==> src/hdl/mora_pkg.sv <==
`default_nettype none
package mora_pkg;

  localparam int MAX_COLS = 1024;
  localparam int MAX_ROWS = 1024;

  localparam int COL_W   = $clog2(MAX_COLS);       // column index
  localparam int WID_W   = 11;                     // row_width register
  localparam int DEPTH_W = $clog2(MAX_COLS + 1);   // stack depth / fill count
  localparam int H_W     = $clog2(MAX_ROWS + 1);   // column height
  localparam int SPAN_W  = $clog2(MAX_COLS + 1);   // rectangle width
  localparam int PROD_W  = H_W + SPAN_W;
  localparam int AREA_W  = 21;
  localparam logic [AREA_W-1:0] AREA_MAX = {AREA_W{1'b1}};

  localparam int QDEPTH = 4;

  // stack entry in RAM: start column and bar height
  localparam int STK_W = COL_W + H_W;

  typedef struct packed {
    logic [COL_W-1:0] col;
    logic [H_W-1:0]   h;
    logic             end_row;
    logic             last;
  } qent_t;

endpackage
`default_nettype wire

==> src/hdl/mora_fifo.sv <==
`default_nettype none
module mora_fifo
  import mora_pkg::*;
(
  input  wire logic  clk_i,
  input  wire logic  rst_ni,
  input  wire logic  push_i,
  input  wire qent_t wdata_i,
  input  wire logic  pop_i,
  output qent_t      rdata_o,
  output logic       full_o,
  output logic       empty_o
);

  localparam int PTR_W = $clog2(QDEPTH);

  qent_t              buf_q [QDEPTH];
  logic [PTR_W-1:0]   wptr_q, rptr_q;
  logic [PTR_W:0]     cnt_q;
  logic               do_push, do_pop;

  assign full_o  = (cnt_q == (PTR_W+1)'(QDEPTH));
  assign empty_o = (cnt_q == '0);
  assign do_push = push_i && !full_o;
  assign do_pop  = pop_i && !empty_o;
  assign rdata_o = buf_q[rptr_q];

  always_ff @(posedge clk_i) begin
    if (do_push) begin
      buf_q[wptr_q] <= wdata_i;
    end
  end

  always_ff @(posedge clk_i or negedge rst_ni) begin
    if (!rst_ni) begin
      wptr_q <= '0;
      rptr_q <= '0;
      cnt_q  <= '0;
    end else begin
      if (do_push) wptr_q <= wptr_q + 1'b1;
      if (do_pop)  rptr_q <= rptr_q + 1'b1;
      case ({do_push, do_pop})
        2'b10:   cnt_q <= cnt_q + 1'b1;
        2'b01:   cnt_q <= cnt_q - 1'b1;
        default: cnt_q <= cnt_q;
      endcase
    end
  end

endmodule
`default_nettype wire

==> config.mk <==
export PLATFORM = sky130hd
export DESIGN_NAME = mora_fifo
export DESIGN_NICKNAME = d
export VERILOG_FILES = /design/src/hdl/mora_pkg.sv /design/src/hdl/mora_fifo.sv
export SDC_FILE = /design/constraint.sdc
export NUM_CORES = 1
export LEC_CHECK = 0
export BUFFER_PORTS_ARGS = -buffer_cell sky130_fd_sc_hd__buf_2
export CAP_MARGIN = 0
export CORE_MARGIN = 3
export CORE_UTILIZATION = 56
export DETAILED_ROUTE_END_ITERATION = 10
export GPL_TIMING_DRIVEN = 1
export PLACE_DENSITY_LB_ADDON = 0.05
export SLEW_MARGIN = 5
export SYNTH_ARGS = -nofsm -noshare
export SYNTH_HDL_FRONTEND = slang
export SYNTH_SLANG_ARGS = --single-unit
export TNS_END_PERCENT = 50
==> constraint.sdc <==
create_clock -name clk_i -period 2.5 [get_ports clk_i]
set_input_delay 0.125 -clock clk_i [delete_from_list [all_inputs] [get_ports clk_i]]
set_output_delay 0.125 -clock clk_i [all_outputs]
set_load 0.01 [all_outputs]
==> out/qor.yml <==
cts.repair_timing.setup_buffer_count: 0
nNetsFinal: 280
detail_route.first_pass.iterations: 4
worst_ep_required_time_ns: 2.38
netlist.top_cell.by_area: "edfxtp_1"
h-tree-depth: 3
worst_setup_path_end_kind: "primary output"
worst_path_max_delay_cell: "dfrtp_2"
route.detailed.drc: 0
gr-total-overflow: 0
sequential_to_total_area_share_from_yosys_stat_pct: 77.49
clock_skew_ns: 0.009950
die_x_um: 88.28
rsz_0062_raised_after_global_routing: "no"
maxSlewHeadroom_pct: 65.69
yosysWarnings: 0
power.ir.vdd_worst_mv: 0.5653
area_delta_synth_final_pct: 20.99
hpwl_um: 4105
ys_dominant_reg_cell: "edfxtp_1"
first_iter_violations: 92
synth-edff-count: 92
finalInstanceArea_mm2: 0.004587
critical_path.cell_chain: "buf_4, mux4_2, buf_2"
routed_via_density: 5.426
crit_path_max_incr_delay_ns: 0.58
cts_tree: "yes"
detail-route-antenna-nets: 0
wl_um: 6114
setup_viol_count_final: 0
power_leakage_nw: 1.660
min_period_over_period_pct: 82.04
slew_violations: 0
clock-sinks: 99
worstSkewPairLatency_ns: 0.36
total_chip_power_mw: 4.841
first_global_vias: 1940
root_buffer: "clkbuf_8"
gp_congestion: 0.6351
n_fill_cell: 400
post_synth_instance_area_mm2: 0.003791
count_of_inserted_antenna_diode_cells: 0
crit_path_start_kind: "flip-flop"
yosysTopAreaCellShare_pct: 72.87
run_status: "finished, final reports clean"
clkSlewWorstSetupHoldPaths_ns: 0.09
yosys-top-cells-area: "edfxtp_1 73%, mux4_2 11%, dfrtp_1 4.6%"
fmax_mhz: 487.6
crit_path_max_fanout: 11
synth_cells: 158
drv.max_cap_violation_count: 0
synth_nets: 191
io_pins: 52
hold_viol_final: 0
yosys_register_bits: 99
grt_antenna_before_repair: 0
yosys.cell_count.top_type: "edfxtp_1"
synth_cell_types: 21
portBuffers: 51
power_density_mw_per_mm2: 1055
final.setup.tns_ns: 0
globalRouteTotalUtil_pct: 17.50
synth_cell_count_leaders: "92 x edfxtp_1, 18 x mux4_2, 7 x dfrtp_1"
core_area_mm2: 0.006459
grt_max_degree: 18
routed-via-count: 1785
cp_data_arrival_time_ns: 1.93
num_cts_buffers: 9
cts_buffer_depth: 2
layout_min_cycle_time_ns: 2.051
post_route_cells_drive_above_1_share_pct: 38.49
grt_pass1_wl_um: 9673
async_reset_ff_share_pct: 7.071
hold_path.class: "in2async"
detailed_place.area_mm2: 0.004170
die_area_mm2: 0.007793
path_class: "reg2out"
avgSynthCellArea_um2: 23.99
floorplan.rows: 29
timing_worst_slew_pin_value_ns: 0.5147
wire_per_inst_um: 18.58
die-height_um: 88.28
initial_utilization_pct: 58.70
[state kept, by name (all words and copies together), names as in the netlist]
signal	flops
rptr_q	2
wptr_q	2
cnt_q	3
buf_q	92
[layout by cell type (no fill, tap or decap), drive strengths merged]
cell         instances
dlygate4sd3         24
o31a                 1
xnor2                3
clkinv               2
clkinvlp             3
and2                 4
inv                  8
nor2b                1
mux2                 1
ha                   5
mux2i                1
nor3b                1
edfxtp              92
buf                 60
nand2                1
mux4                23
nor2                 1
clkbuf               9
dfrtp                7
xor2                 3
nor3                 1
fa                   1
[worst max-delay path: cells and delay by family, from the launching register on]
| kind | cells | cell delay [ns] |
|---|---|---|
| mux | 1 | 0.55 |
| flops | 1 | 0.58 |
| buf+inv | 2 | 0.45 |
[metrics by stage]
| stage | utilization [%] | setup WS, ns | hold WS (ns) | cells |
|---|---|---|---|---|
| final | 71.02 | 0.4491 | 0.1239 | 329 |
| after global routing | 71.02 | 0.3620 | 0.1372 | 329 |
| after CTS | 71.02 | 0.4107 | 0.1074 | 329 |
| after detailed placement | 64.57 | 0.5170 | -0.03093 | 289 |
| after global placement | 64.57 | 0.6145 | -0.03786 | 289 |
| after floorplan | - | 0.5536 | -0.1706 | 158 |
[repair_timing]
action                     in CTS  in global routing
hold endpoints to repair       99                  0
hold buffers                   24                  0
setup endpoints to repair       0                  0
resized for setup               0                  0
[layout make-up]
class                           count  area (µm²)  share of cell area [%]
Multi-Input combinational cell     47       764.5                   16.67
Sequential cell                    99        2939                   64.08
Clock buffer                        9       123.9                   2.700
Inverter                            6       22.52                  0.4910
Clock inverter                      7       52.55                   1.146
Timing Repair Buffer               84       588.1                   12.82
Tap cell                           77       96.34                   2.100
[path summary, 6_finish.rpt]
kind	from	end	slack, ns	cells past startpoint
worst max-delay path	rptr_q[0]	rdata_o[14]	0.45	3
worst min-delay path	rst_ni	wptr_q[1]	0.12	2
worst max register to register	cnt_q[0]	cnt_q[2]	0.52	9
worst min register to register	cnt_q[2]	cnt_q[2]	0.53	1
max in group asynchronous	rst_ni	rptr_q[0]	2.20	2
min in group clk_i	pop_i	rptr_q[0]	0.18	3
[per-layer routing]
metal	global-route usage (%)	routed length, µm	vias to the layer above
li1	-	-	820
met1	21.46	2410	910
met2	29.91	3312	42
met3	3.724	243	13
met4	8.242	146	0
met5	0	0	-
[power by group]
part           internal, mW  leakage (nW)  switching, mW
clock                 0.366        0.0799          0.531
sequential             2.20         0.923          0.185
combinational         0.800         0.657          0.756
[cell families after synthesis]
group | synth area share [%]
compound gates | 0.2311
buf+inv | 2.343
flops | 77.49
simple gates | 1.551
fa+ha+maj | 2.178
xor+xnor | 1.386
mux | 14.82
Note: power is estimated with default switching activity, not from simulation.
